$ cat src/rtl/core/vdi_pkg.sv
// ----------------------------------------------------------------------------
// vdi_pkg
// Shared constants, command and status types and float compare helpers for
// the vertex de-duplication indexer.
// ----------------------------------------------------------------------------
`default_nettype none

package vdi_pkg;

  localparam int unsigned VdiTableDepth = 256;
  localparam int unsigned CoordW        = 32;
  localparam int unsigned IdxW          = 8;
  localparam int unsigned VertexW       = 3 * CoordW;

  // Commands from the controller to the datapath
  typedef struct packed {
    logic capture;     // latch the incoming vertex, rewind the search
    logic scan;        // advance the search by one table entry
    logic load_match;  // result: matching position
    logic load_full;   // result: table full
    logic append;      // store the vertex and report it as new
  } vdi_cmd_t;

  // Status from the datapath to the controller
  typedef struct packed {
    logic hit;        // entry under compare matches the vertex
    logic exhausted;  // every stored entry compared, none matched
    logic full;       // no room left in the table
  } vdi_sts_t;

  function automatic logic is_nan(input logic [CoordW-1:0] b);
    is_nan = (b[CoordW-2:0] > 31'h7F80_0000);
  endfunction

  // IEEE equality: signed zeros match, NaN never matches
  function automatic logic float_eq(input logic [CoordW-1:0] a,
                                    input logic [CoordW-1:0] b);
    logic zeros;
    zeros = ((a[CoordW-2:0] | b[CoordW-2:0]) == '0);
    float_eq = !is_nan(a) && !is_nan(b) && (zeros || (a == b));
  endfunction

endpackage : vdi_pkg

`default_nettype wire

$ cat src/rtl/core/vdi_ctrl.sv
// ----------------------------------------------------------------------------
// vdi_ctrl
// Sequencer: takes one vertex, steps the table search, commits the result.
// ----------------------------------------------------------------------------
`default_nettype none

module vdi_ctrl
  import vdi_pkg::*;
(
  input  wire logic     clk_i,
  input  wire logic     rst_ni,
  input  wire logic     in_valid_i,
  output logic          in_ready_o,
  output logic          out_valid_o,
  input  wire logic     out_ready_i,
  input  wire vdi_sts_t sts_i,
  output vdi_cmd_t      cmd_o
);

  typedef enum logic [0:0] {
    ST_IDLE,
    ST_SCAN
  } state_e;

  state_e state_q, state_d;
  logic   out_valid_q, out_valid_d;
  logic   slot_free;
  logic   decide;

  assign slot_free  = !out_valid_q || out_ready_i;
  assign decide     = (state_q == ST_SCAN) && (sts_i.hit || sts_i.exhausted) && slot_free;
  assign in_ready_o = (state_q == ST_IDLE);
  assign out_valid_o = out_valid_q;

  always_comb begin
    state_d     = state_q;
    out_valid_d = out_valid_q && !out_ready_i;
    cmd_o       = '0;
    case (state_q)
      ST_IDLE: begin
        if (in_valid_i) begin
          cmd_o.capture = 1'b1;
          state_d       = ST_SCAN;
        end
      end
      ST_SCAN: begin
        // hold the search while a decision waits for the result slot
        cmd_o.scan = !(sts_i.hit || sts_i.exhausted);
        if (decide) begin
          if (sts_i.hit) begin
            cmd_o.load_match = 1'b1;
          end else if (sts_i.full) begin
            cmd_o.load_full = 1'b1;
          end else begin
            cmd_o.append = 1'b1;
          end
          out_valid_d = 1'b1;
          state_d     = ST_IDLE;
        end
      end
      default: begin
        state_d = ST_IDLE;
      end
    endcase
  end

  always_ff @(posedge clk_i or negedge rst_ni) begin
    if (!rst_ni) begin
      state_q     <= ST_IDLE;
      out_valid_q <= 1'b0;
    end else begin
      state_q     <= state_d;
      out_valid_q <= out_valid_d;
    end
  end

endmodule : vdi_ctrl

`default_nettype wire

$ cat config.mk
export PLATFORM = sky130hd
export DESIGN_NAME = vdi_ctrl
export DESIGN_NICKNAME = d
export VERILOG_FILES = /design/src/rtl/core/vdi_pkg.sv /design/src/rtl/core/vdi_ctrl.sv
export SDC_FILE = /design/constraint.sdc
export NUM_CORES = 1
export LEC_CHECK = 0
export BUFFER_PORTS_ARGS = -buffer_cell sky130_fd_sc_hd__buf_2
export CORE_AREA = 3 3 40 42
export CTS_CLUSTER_SIZE = 28
export DETAILED_ROUTE_END_ITERATION = 8
export DIE_AREA = 0 0 43 45
export HOLD_SLACK_MARGIN = 0.08
export PLACE_DENSITY = 0.4
export SKIP_CTS_REPAIR_TIMING = 1
export SLEW_MARGIN = 20
export SYNTH_ARGS = -nofsm -noshare
export SYNTH_HDL_FRONTEND = slang
export SYNTH_SLANG_ARGS = --single-unit
$ cat constraint.sdc
create_clock -name clk_i -period 2.4 [get_ports clk_i]
set_input_delay 0.48 -clock clk_i [delete_from_list [all_inputs] [get_ports clk_i]]
set_output_delay 0.48 -clock clk_i [all_outputs]
set_load 0.1 [all_outputs]
==> results of run 1 <==
## per-stage QoR
stage | setup WS [ns] | instance area, µm² | utilization (%) | TNS [ns]
after floorplan | -0.0133 | 163 | - | -0.0133
after global placement | 0.445 | 246 | 19.2 | 0
after detailed placement | 0.419 | 246 | 19.2 | 0
after CTS | 0.350 | 273 | 21.2 | 0
after global routing | 0.303 | 283 | 22.0 | 0
final | 0.374 | 283 | 22.0 | 0
## synthesized netlist by cell type
| library cell | count | area [µm²] |
|---|---|---|
| and3_1 | 1 | 6.26 |
| inv_1 | 1 | 3.75 |
| a21o_1 | 1 | 7.51 |
| or2_2 | 1 | 6.26 |
| nor4b_2 | 1 | 15.0 |
| and4bb_1 | 1 | 12.5 |
| a31oi_1 | 1 | 6.26 |
| dfrtp_1 | 2 | 50.1 |
| nand2b_1 | 1 | 6.26 |
| nor2_1 | 2 | 7.51 |
| nor2b_1 | 2 | 12.5 |
| nand2b_2 | 1 | 8.76 |
## power groups by stage
stage / Combinational, µW / Sequential (µW) / Clock [µW]
2_1_floorplan: 179 / 108 / 0
3_3_place_gp: 256 / 66.5 / 0
3_5_place_dp: 258 / 67.1 / 0
4_1_cts: 258 / 66.6 / 87.6
5_1_grt: 267 / 69.1 / 91.8
6_report: 257 / 66.1 / 83.4
## worst reg2reg max path, cell delays in order, from the launching register on
cell and delay (ns):
dfrtp_4 0.47, nor2b_4 0.15, a21o_1 0.14
## metal layers
layer,track usage (%),vias up,wire (µm)
met4,1.81,0,0
li1,-,89,-
met2,8.08,12,165
met3,2.39,0,62
met5,0,-,0
met1,6.97,79,217
## layout make-up
type,count,share of cell area (%)
timing repair buffer,14,26.5
inverter,1,1.33
tap,15,6.64
multi-input combinational,12,37.2
clock buffer,4,9.29
sequential,2,19.0
## cell families after synthesis
group / after synthesis / synth area share, %
compound gates: 2 / 9.65
buf+inv: 1 / 2.63
flops: 2 / 35.1
simple gates: 10 / 52.6
## worst max path at each step
stage | depth (start not counted) | to | slack (ns) | startpoint
global placement | 4 | cmd_o[1] | 0.45 | sts_i[2]
detailed placement | 4 | cmd_o[1] | 0.42 | sts_i[2]
CTS | 3 | cmd_o[0] | 0.35 | out_valid_o$_DFF_PN0_
global route | 3 | cmd_o[0] | 0.30 | out_valid_o$_DFF_PN0_
floorplan | 2 | cmd_o[3] | -0.01 | sts_i[2]
finish | 3 | cmd_o[0] | 0.37 | out_valid_o$_DFF_PN0_
## sequential cells by signal, indices dropped and copies added, names as in the netlist
register / count
state_q: 1
out_valid_o: 1
==> metrics.cfg, run 1 <==
[cells_and_area]
final_cells = 48
nets = 41
area_delta_synth_final_pct = 98.2
antenna_cells = 0
multi_input_area_um2 = 105
final.fill_count = 149
regArea_um2 = 53.8
final_common_cell = buf_2
layout_common_cells = buf_2, clkbuf_4, nor2_1
drive_gt1_share_pct = 63.6

[timing]
slew_viol_final = 0
fin_crit_sh_pct = 84.4
setup_viol = 0
worst_hold_slack_ns = 0.539
min_period_ns = 2.03
max_freq_ghz = 0.493
tightest_slew_ns = 0.490
hold_viol_final = 0
relSlewSlack_pct = 67.5
rsz0062_at_grt = no
skew_ns = 0.00602

[global_routing]
grt_pass1_wl_um = 772
grtUsageTotal_pct = 5.41
first_global_vias = 196
overflow = 0
antenna_found_initial = 0
grt_max_degree = 8

[placed_design]
dp_cells = 43
place_congestion = 0.669
portBuffers = 13
hpwl_um = 380

[cts]
cts_tree = yes
cts_made_buffers = 3
cts.sinks = 2
clockBufferDepth = 2
clk_pin_slew_worst_paths_ns = 0.04
htreeDepth = 1
cts_root_buf = clkbuf_4
insertion_delay_ns = 0.23

[critical_path]
crit_path_cell_trace = nor2b_4 -> nor4b_4 -> buf_2
r2r-start = out_valid_o$_DFF_PN0_
reg2regPathDepth = 2
critical_path_required_ns = 1.92
worst-setup-path-type = register to output pin
critical_path.top_delay_family = flip-flops
cp_slowest_cell = dfrtp_4
ff2ff_setup_slack_ns = 1.53
start_kind = register
end_kind = output pin
cp.arrival_ns = 1.55
r2r_end = out_valid_o$_DFF_PN0_
path_buf_inv = 1
slowest_delay_ns = 0.47
path_max_fanout = 3

[die]
core_area_um2 = 1280
die_area_um2 = 1940
die_y_um = 45
start_util_pct = 11.1
io_pins = 14
rows = 13
die_w_um = 43

[logic_synthesis]
synth_nets = 22
synth_area_um2 = 143
synth-seq-cells = 2
avgSynthCellArea_um2 = 9.51
ys_types = 12
ys_warn_count = 0
syn_inst = 15
seq_area_frac_synth_pct = 35.1

[detailed_routing]
finalWirelength_um = 446
final_antenna_net_count = 0
viasPerCell = 3.75
vias = 180
drt-initial-drc-count = 1
drc = 0
first_pass_iters = 2
drt-wirelength-per-cell_um = 9.29

[pwr]
p_per_area_nw_per_um2 = 1440
power.share.sequential_pct = 16.3
p_sw_uw = 249
pwr-share-clk_pct = 20.5
total_power_uw = 407
vdd_drop_max_mv = 0.301
switching_share_pct = 61.2
pwr-share-comb_pct = 63.3
p_int_uw = 158
p_leak_uw = 0.000153

[min_path]
hold-path-endpoint = state_q$_DFF_PN0_
hold_depth = 3
min_from = in_valid_i
hold_class = primary input to register

[run]
maxCapViolations = 0

[run_status]
status = completed

No activity file was read; power rests on OpenSTA's default activity.
==> run 2, diff against run 1 <==
--- a/config.mk
+++ b/config.mk
@@ -5,6 +5,7 @@
 export SDC_FILE = /design/constraint.sdc
 export NUM_CORES = 1
 export LEC_CHECK = 0
+export ABC_AREA = 1
 export BUFFER_PORTS_ARGS = -buffer_cell sky130_fd_sc_hd__buf_2
 export CORE_AREA = 3 3 40 42
 export CTS_CLUSTER_SIZE = 28
==> constraint.sdc (replaced) <==
create_clock -name clk_i -period 1.9 [get_ports clk_i]
set_input_delay 0.38 -clock clk_i [delete_from_list [all_inputs] [get_ports clk_i]]
set_output_delay 0.38 -clock clk_i [all_outputs]
set_load 0.1 [all_outputs]
==> run 2 against run 1 <==
- clock-buffer cell count unchanged
- first-iteration DRC count unchanged
- synthesized cell count rose by 47%
- global-route usage grew 0.59 points
- worst hold slack got worse by 0.11 ns
- synthesized area down 0.88%
- highest routed layer unchanged
- total power rose by 36%
- cell count is 15% higher
- sequential share of layout area shrank 4.0 points
- combinational power up 45%
- sequential power increased by 13%
- via count grew 0.56%
- critical endpoint is now cmd_o[3]
==> metrics.cfg, run 2 <==
[logic_synthesis]
yosys.area.top_type = dfrtp_1
seq_area_frac_synth_pct = 35.4
synth-edff-count = 0
synth.area.mux_share_pct = 0
ys_warn_count = 0
synthFlopType = dfrtp_1
synth_nets = 29
synth_area_leaders = dfrtp_1, nand2_1, nor2_1
ys_top_cells_by_count = nand2_1, nor2_1, inv_1, inv_2, dfrtp_1
synth_area_um2 = 141
synth_compound_area_share_pct = 0
synth_xor_area_share_pct = 0
yosys.area_share.adder_pct = 0
yosysMostFrequentCell = nand2_1
synth-seq-cells = 2
async_flop_share_pct = 100
syn_inst = 22
synth_top_family_by_area = simple AND/OR/NAND/NOR gates
synth-simple-area-share_pct = 48.7
yosys.area.top_type_share_pct = 35.4
avgSynthCellArea_um2 = 6.43
ys_types = 8

[die]
io_pins = 14
start_util_pct = 11.0
die_y_um = 45
die_w_um = 43
core_area_um2 = 1280
die_area_um2 = 1940
rows = 13

[run_status]
status = completed

[timing]
max_freq_ghz = 0.610
relSlewSlack_pct = 67.7
rsz0062_at_grt = no
slew_viol_final = 0
min_period_ns = 1.64
worst_hold_slack_ns = 0.432
fin_crit_sh_pct = 86.3
fin_setup_tns_ns = 0
skew_ns = 0.00837
tightest_slew_ns = 0.488
hold_viol_final = 0
setup_viol = 0

[pwr]
pwr-share-clk_pct = 19.1
p_leak_uw = 0.000178
pwr-share-comb_pct = 67.4
switching_share_pct = 61.5
vdd_drop_max_mv = 0.661
p_per_area_nw_per_um2 = 1620
p_int_uw = 213
total_power_uw = 552
p_sw_uw = 339
power.share.sequential_pct = 13.5

[detailed_routing]
drc = 0
vias = 181
drt-initial-drc-count = 1
first_pass_iters = 2
finalWirelength_um = 412
drt-wirelength-per-cell_um = 7.49
viasPerCell = 3.29
final_antenna_net_count = 0

[cts]
cts_root_buf = clkbuf_4
cts.sinks = 2
htreeDepth = 1
cts_tree = yes
clockBufferDepth = 2
clk_pin_slew_worst_paths_ns = 0.04
insertion_delay_ns = 0.23
cts_made_buffers = 3

[global_routing]
grt_use_met1_pct = 6.27
grt_busiest_layer = met2
use_met3_pct = 3.59
overflow = 0
grt_max_degree = 5
first_global_vias = 206
grt_pass1_wl_um = 772
grtUsageTotal_pct = 6.00
met2_usage_pct = 7.49
antenna_found_initial = 0

[critical_path]
cp.arrival_ns = 1.26
start_kind = register
worst-setup-path-type = register to output pin
path_max_fanout = 4
critical_path_required_ns = 1.52
end_kind = output pin

[cells_and_area]
nets = 48
multi_input_area_um2 = 101
antenna_cells = 0
regArea_um2 = 51.3
area_delta_synth_final_pct = 141
layout_common_cells = buf_2, nand2_1, nor2_4
final_common_cell = buf_2
drive_gt1_share_pct = 67.5
fin_util_pct = 26.5
final.fill_count = 149

[run]
maxCapViolations = 0

[placed_design]
place_congestion = 0.644
portBuffers = 13

[min_path]
hold_class = primary input to register

==> run 2: changes by cell type in the layout (fill, tap and decap cells not counted), sizes merged, moves of 2 or more <==
cell	delta
inv	+5
nand2	+7
nand2b	-2
nor2	+3
nor2b	-2
==> run 2: critical path, stage by stage, from the launching register on <==
cell and delay (ns):
dfrtp_1 0.40, inv_1 0.11, nor2_4 0.10, buf_2 0.42
==> run 2: layout make-up <==
cell class / instances / area share [%]
clock buffers: 4 / 7.72
inverters: 6 / 6.62
well taps: 15 / 5.51
flip-flops and latches: 2 / 15.1
repair buffers: 14 / 35.3
multi-input cells: 14 / 29.8
==> run 2: through the flow <==
stage | worst slack (ns) | cells | cell area, µm²
global route | 0.190 | 55 | 340
detailed placement | 0.363 | 50 | 304
CTS | 0.242 | 54 | 330
global placement | 0.366 | 50 | 304
finish | 0.260 | 55 | 340
floorplan | 0.0452 | 22 | 175
==> run 2: final timing paths <==
check | start | endpoint | slack, ns | cells after the start
setup reg to reg | out_valid_o$_DFF_PN0_ | state_q$_DFF_PN0_ | 0.97 | 4
max in group asynchronous | rst_ni | out_valid_o$_DFF_PN0_ | 1.33 | 2
hold reg to reg | out_valid_o$_DFF_PN0_ | out_valid_o$_DFF_PN0_ | 0.52 | 2
setup / recovery | state_q$_DFF_PN0_ | cmd_o[3] | 0.26 | 3
hold / removal | out_ready_i | out_valid_o$_DFF_PN0_ | 0.43 | 4
min in group asynchronous | rst_ni | out_valid_o$_DFF_PN0_ | 0.47 | 2
==> run 2: power groups by stage <==
stage | Combinational (µW) | Clock [µW] | Sequential, µW
floorplan | 245 | 0 | 128
finish | 372 | 105 | 74.6
detailed placement | 374 | 0 | 74.7
CTS | 374 | 111 | 74.7
global placement | 375 | 0 | 74.1
global route | 389 | 112 | 77.7
==> run 2: logic make-up (layout without fill, tap and decap cells) <==
kind of cell	Yosys count	count (layout)
simple gates	14	14
flops	2	2
buf+inv	6	24
==> run 2: per-layer routing <==
metal	wire, µm	share of wire, %	vias up
li1	-	-	98
met1	184	45	70
met2	170	41	13
met3	57	14	0
met4	0	0	0
met5	0	0	-
==> run 3, diff against run 2 <==
--- a/config.mk
+++ b/config.mk
@@ -7,10 +7,10 @@
 export LEC_CHECK = 0
 export ABC_AREA = 1
 export BUFFER_PORTS_ARGS = -buffer_cell sky130_fd_sc_hd__buf_2
-export CORE_AREA = 3 3 40 42
+export CORE_AREA = 2 2 39 41
 export CTS_CLUSTER_SIZE = 28
 export DETAILED_ROUTE_END_ITERATION = 8
-export DIE_AREA = 0 0 43 45
+export DIE_AREA = 0 0 41 43
 export HOLD_SLACK_MARGIN = 0.08
 export PLACE_DENSITY = 0.4
 export SKIP_CTS_REPAIR_TIMING = 1
==> run 3 against run 2 <==
- die area fell by 8.9%
- global-route usage fell by 1.3 points
- utilization fell by 1.8 points
- sequential share of layout area fell by 0.055 points
- combinational power barely moved
- cell count rose by 1.8%
- worst hold slack improved by 0.0065 ns
- worst setup slack got worse by 0.011 ns
- routed wire length fell by 9.7%
==> metrics.cfg, run 3 (synthesized netlist as in run 2, its figures left out) <==
[run_status]
status = completed

[die]
die_w_um = 41
rows = 14
core_area_um2 = 1380
die_y_um = 43
start_util_pct = 10.2
die_area_um2 = 1760
io_pins = 14

[global_routing]
grtUsageTotal_pct = 4.72
grt_pass1_wl_um = 531
grt_max_degree = 5
antenna_found_initial = 0
overflow = 0
first_global_vias = 155

[detailed_routing]
drt-initial-drc-count = 0
drc = 0
vias = 187
final_antenna_net_count = 0
first_pass_iters = 1
viasPerCell = 3.34
finalWirelength_um = 372
drt-wirelength-per-cell_um = 6.64

[critical_path]
worst-setup-path-type = register to output pin
critical_path_required_ns = 1.52
reg2regPathDepth = 4
crit_end = cmd_o[1]
r2r_end = state_q$_DFF_PN0_
r2r-start = out_valid_o$_DFF_PN0_
cp-startpoint = out_valid_o$_DFF_PN0_
path_max_fanout = 4
end_kind = output pin
ff2ff_setup_slack_ns = 0.95
start_kind = register
cp.arrival_ns = 1.27

[timing]
fin_crit_sh_pct = 86.9
fin_setup_tns_ns = 0
slew_viol_final = 0
rsz0062_at_grt = no
setup_viol = 0
worst_hold_slack_ns = 0.439
min_period_ns = 1.65
relSlewSlack_pct = 67.8
hold_viol_final = 0
max_freq_ghz = 0.606
skew_ns = 0.0127
tightest_slew_ns = 0.486

[cts]
cts.sinks = 2
cts_tree = yes
insertion_delay_ns = 0.23
clockBufferDepth = 2
cts_root_buf = clkbuf_4
clk_pin_slew_worst_paths_ns = 0.04
cts_made_buffers = 3
htreeDepth = 1

[cells_and_area]
fin_util_pct = 24.7
layout_common_cells = buf_2, nand2_1, nor2_4
regArea_um2 = 51.3
antenna_cells = 0
area_delta_synth_final_pct = 142
multi_input_area_um2 = 101
final_common_cell = buf_2
final_cells = 56
final.fill_count = 159
nets = 48
drive_gt1_share_pct = 67.5

[pwr]
vdd_drop_max_mv = 0.602
p_leak_uw = 0.000178
p_per_area_nw_per_um2 = 1610

[run]
maxCapViolations = 0

[min_path]
hold_depth = 4
hold_class = primary input to register

[placed_design]
place_congestion = 0.621
dp_cells = 51
portBuffers = 13

-- run 3: cell counts in the layout (fill, tap and decap cells not counted) --
Identical to the previous run, type by type.
-- run 3: worst min-delay path by stage --
stage | startpoint | to | slack (ns)
floorplan | rst_ni | out_valid_o$_DFF_PN0_ | 0.08
global placement | rst_ni | state_q$_DFF_PN0_ | 0.17
detailed placement | rst_ni | state_q$_DFF_PN0_ | 0.17
CTS | rst_ni | out_valid_o$_DFF_PN0_ | -0.08
global route | out_ready_i | out_valid_o$_DFF_PN0_ | 0.44
finish | out_ready_i | out_valid_o$_DFF_PN0_ | 0.44
-- run 3: through the flow --
stage                     power [µW]  setup slack (ns)  cell area (µm²)
after floorplan                  373            0.0452              175
after global placement           447             0.375              305
after detailed placement         447             0.371              305
after CTS                        558             0.233              332
after global routing             579             0.194              342
final                            551             0.250              342
-- run 3: routing by layer --
metal | wire, µm | vias up | share of wire, % | track usage, %
met5 | 0 | - | 0 | 0
met4 | 0 | 0 | 0 | 0
met3 | 46 | 0 | 12 | 6.28
met2 | 165 | 10 | 44 | 5.63
met1 | 161 | 81 | 43 | 5.47
li1 | - | 96 | - | -
-- run 3: final cells by class --
| type | instances | share of cell area, % |
|---|---|---|
| Inverter | 6 | 6.59 |
| Sequential cell | 2 | 15.0 |
| Clock buffer | 4 | 7.69 |
| Multi-Input combinational cell | 14 | 29.7 |
| Timing Repair Buffer | 14 | 35.2 |
| Tap cell | 16 | 5.86 |
-- run 3: critical path, stage by stage, from the launching register on --
cell and delay, ns:
dfrtp_2 0.39, nand2_1 0.10, nand3_2 0.19, nor2_4 0.17, buf_12 0.18
-- run 3: power breakdown --
part | internal, µW | leakage, µW | switching, µW
registers | 59.8 | 0.0000217 | 14.7
clock network | 78.1 | 0.0000150 | 27.4
logic | 74.5 | 0.000141 | 297
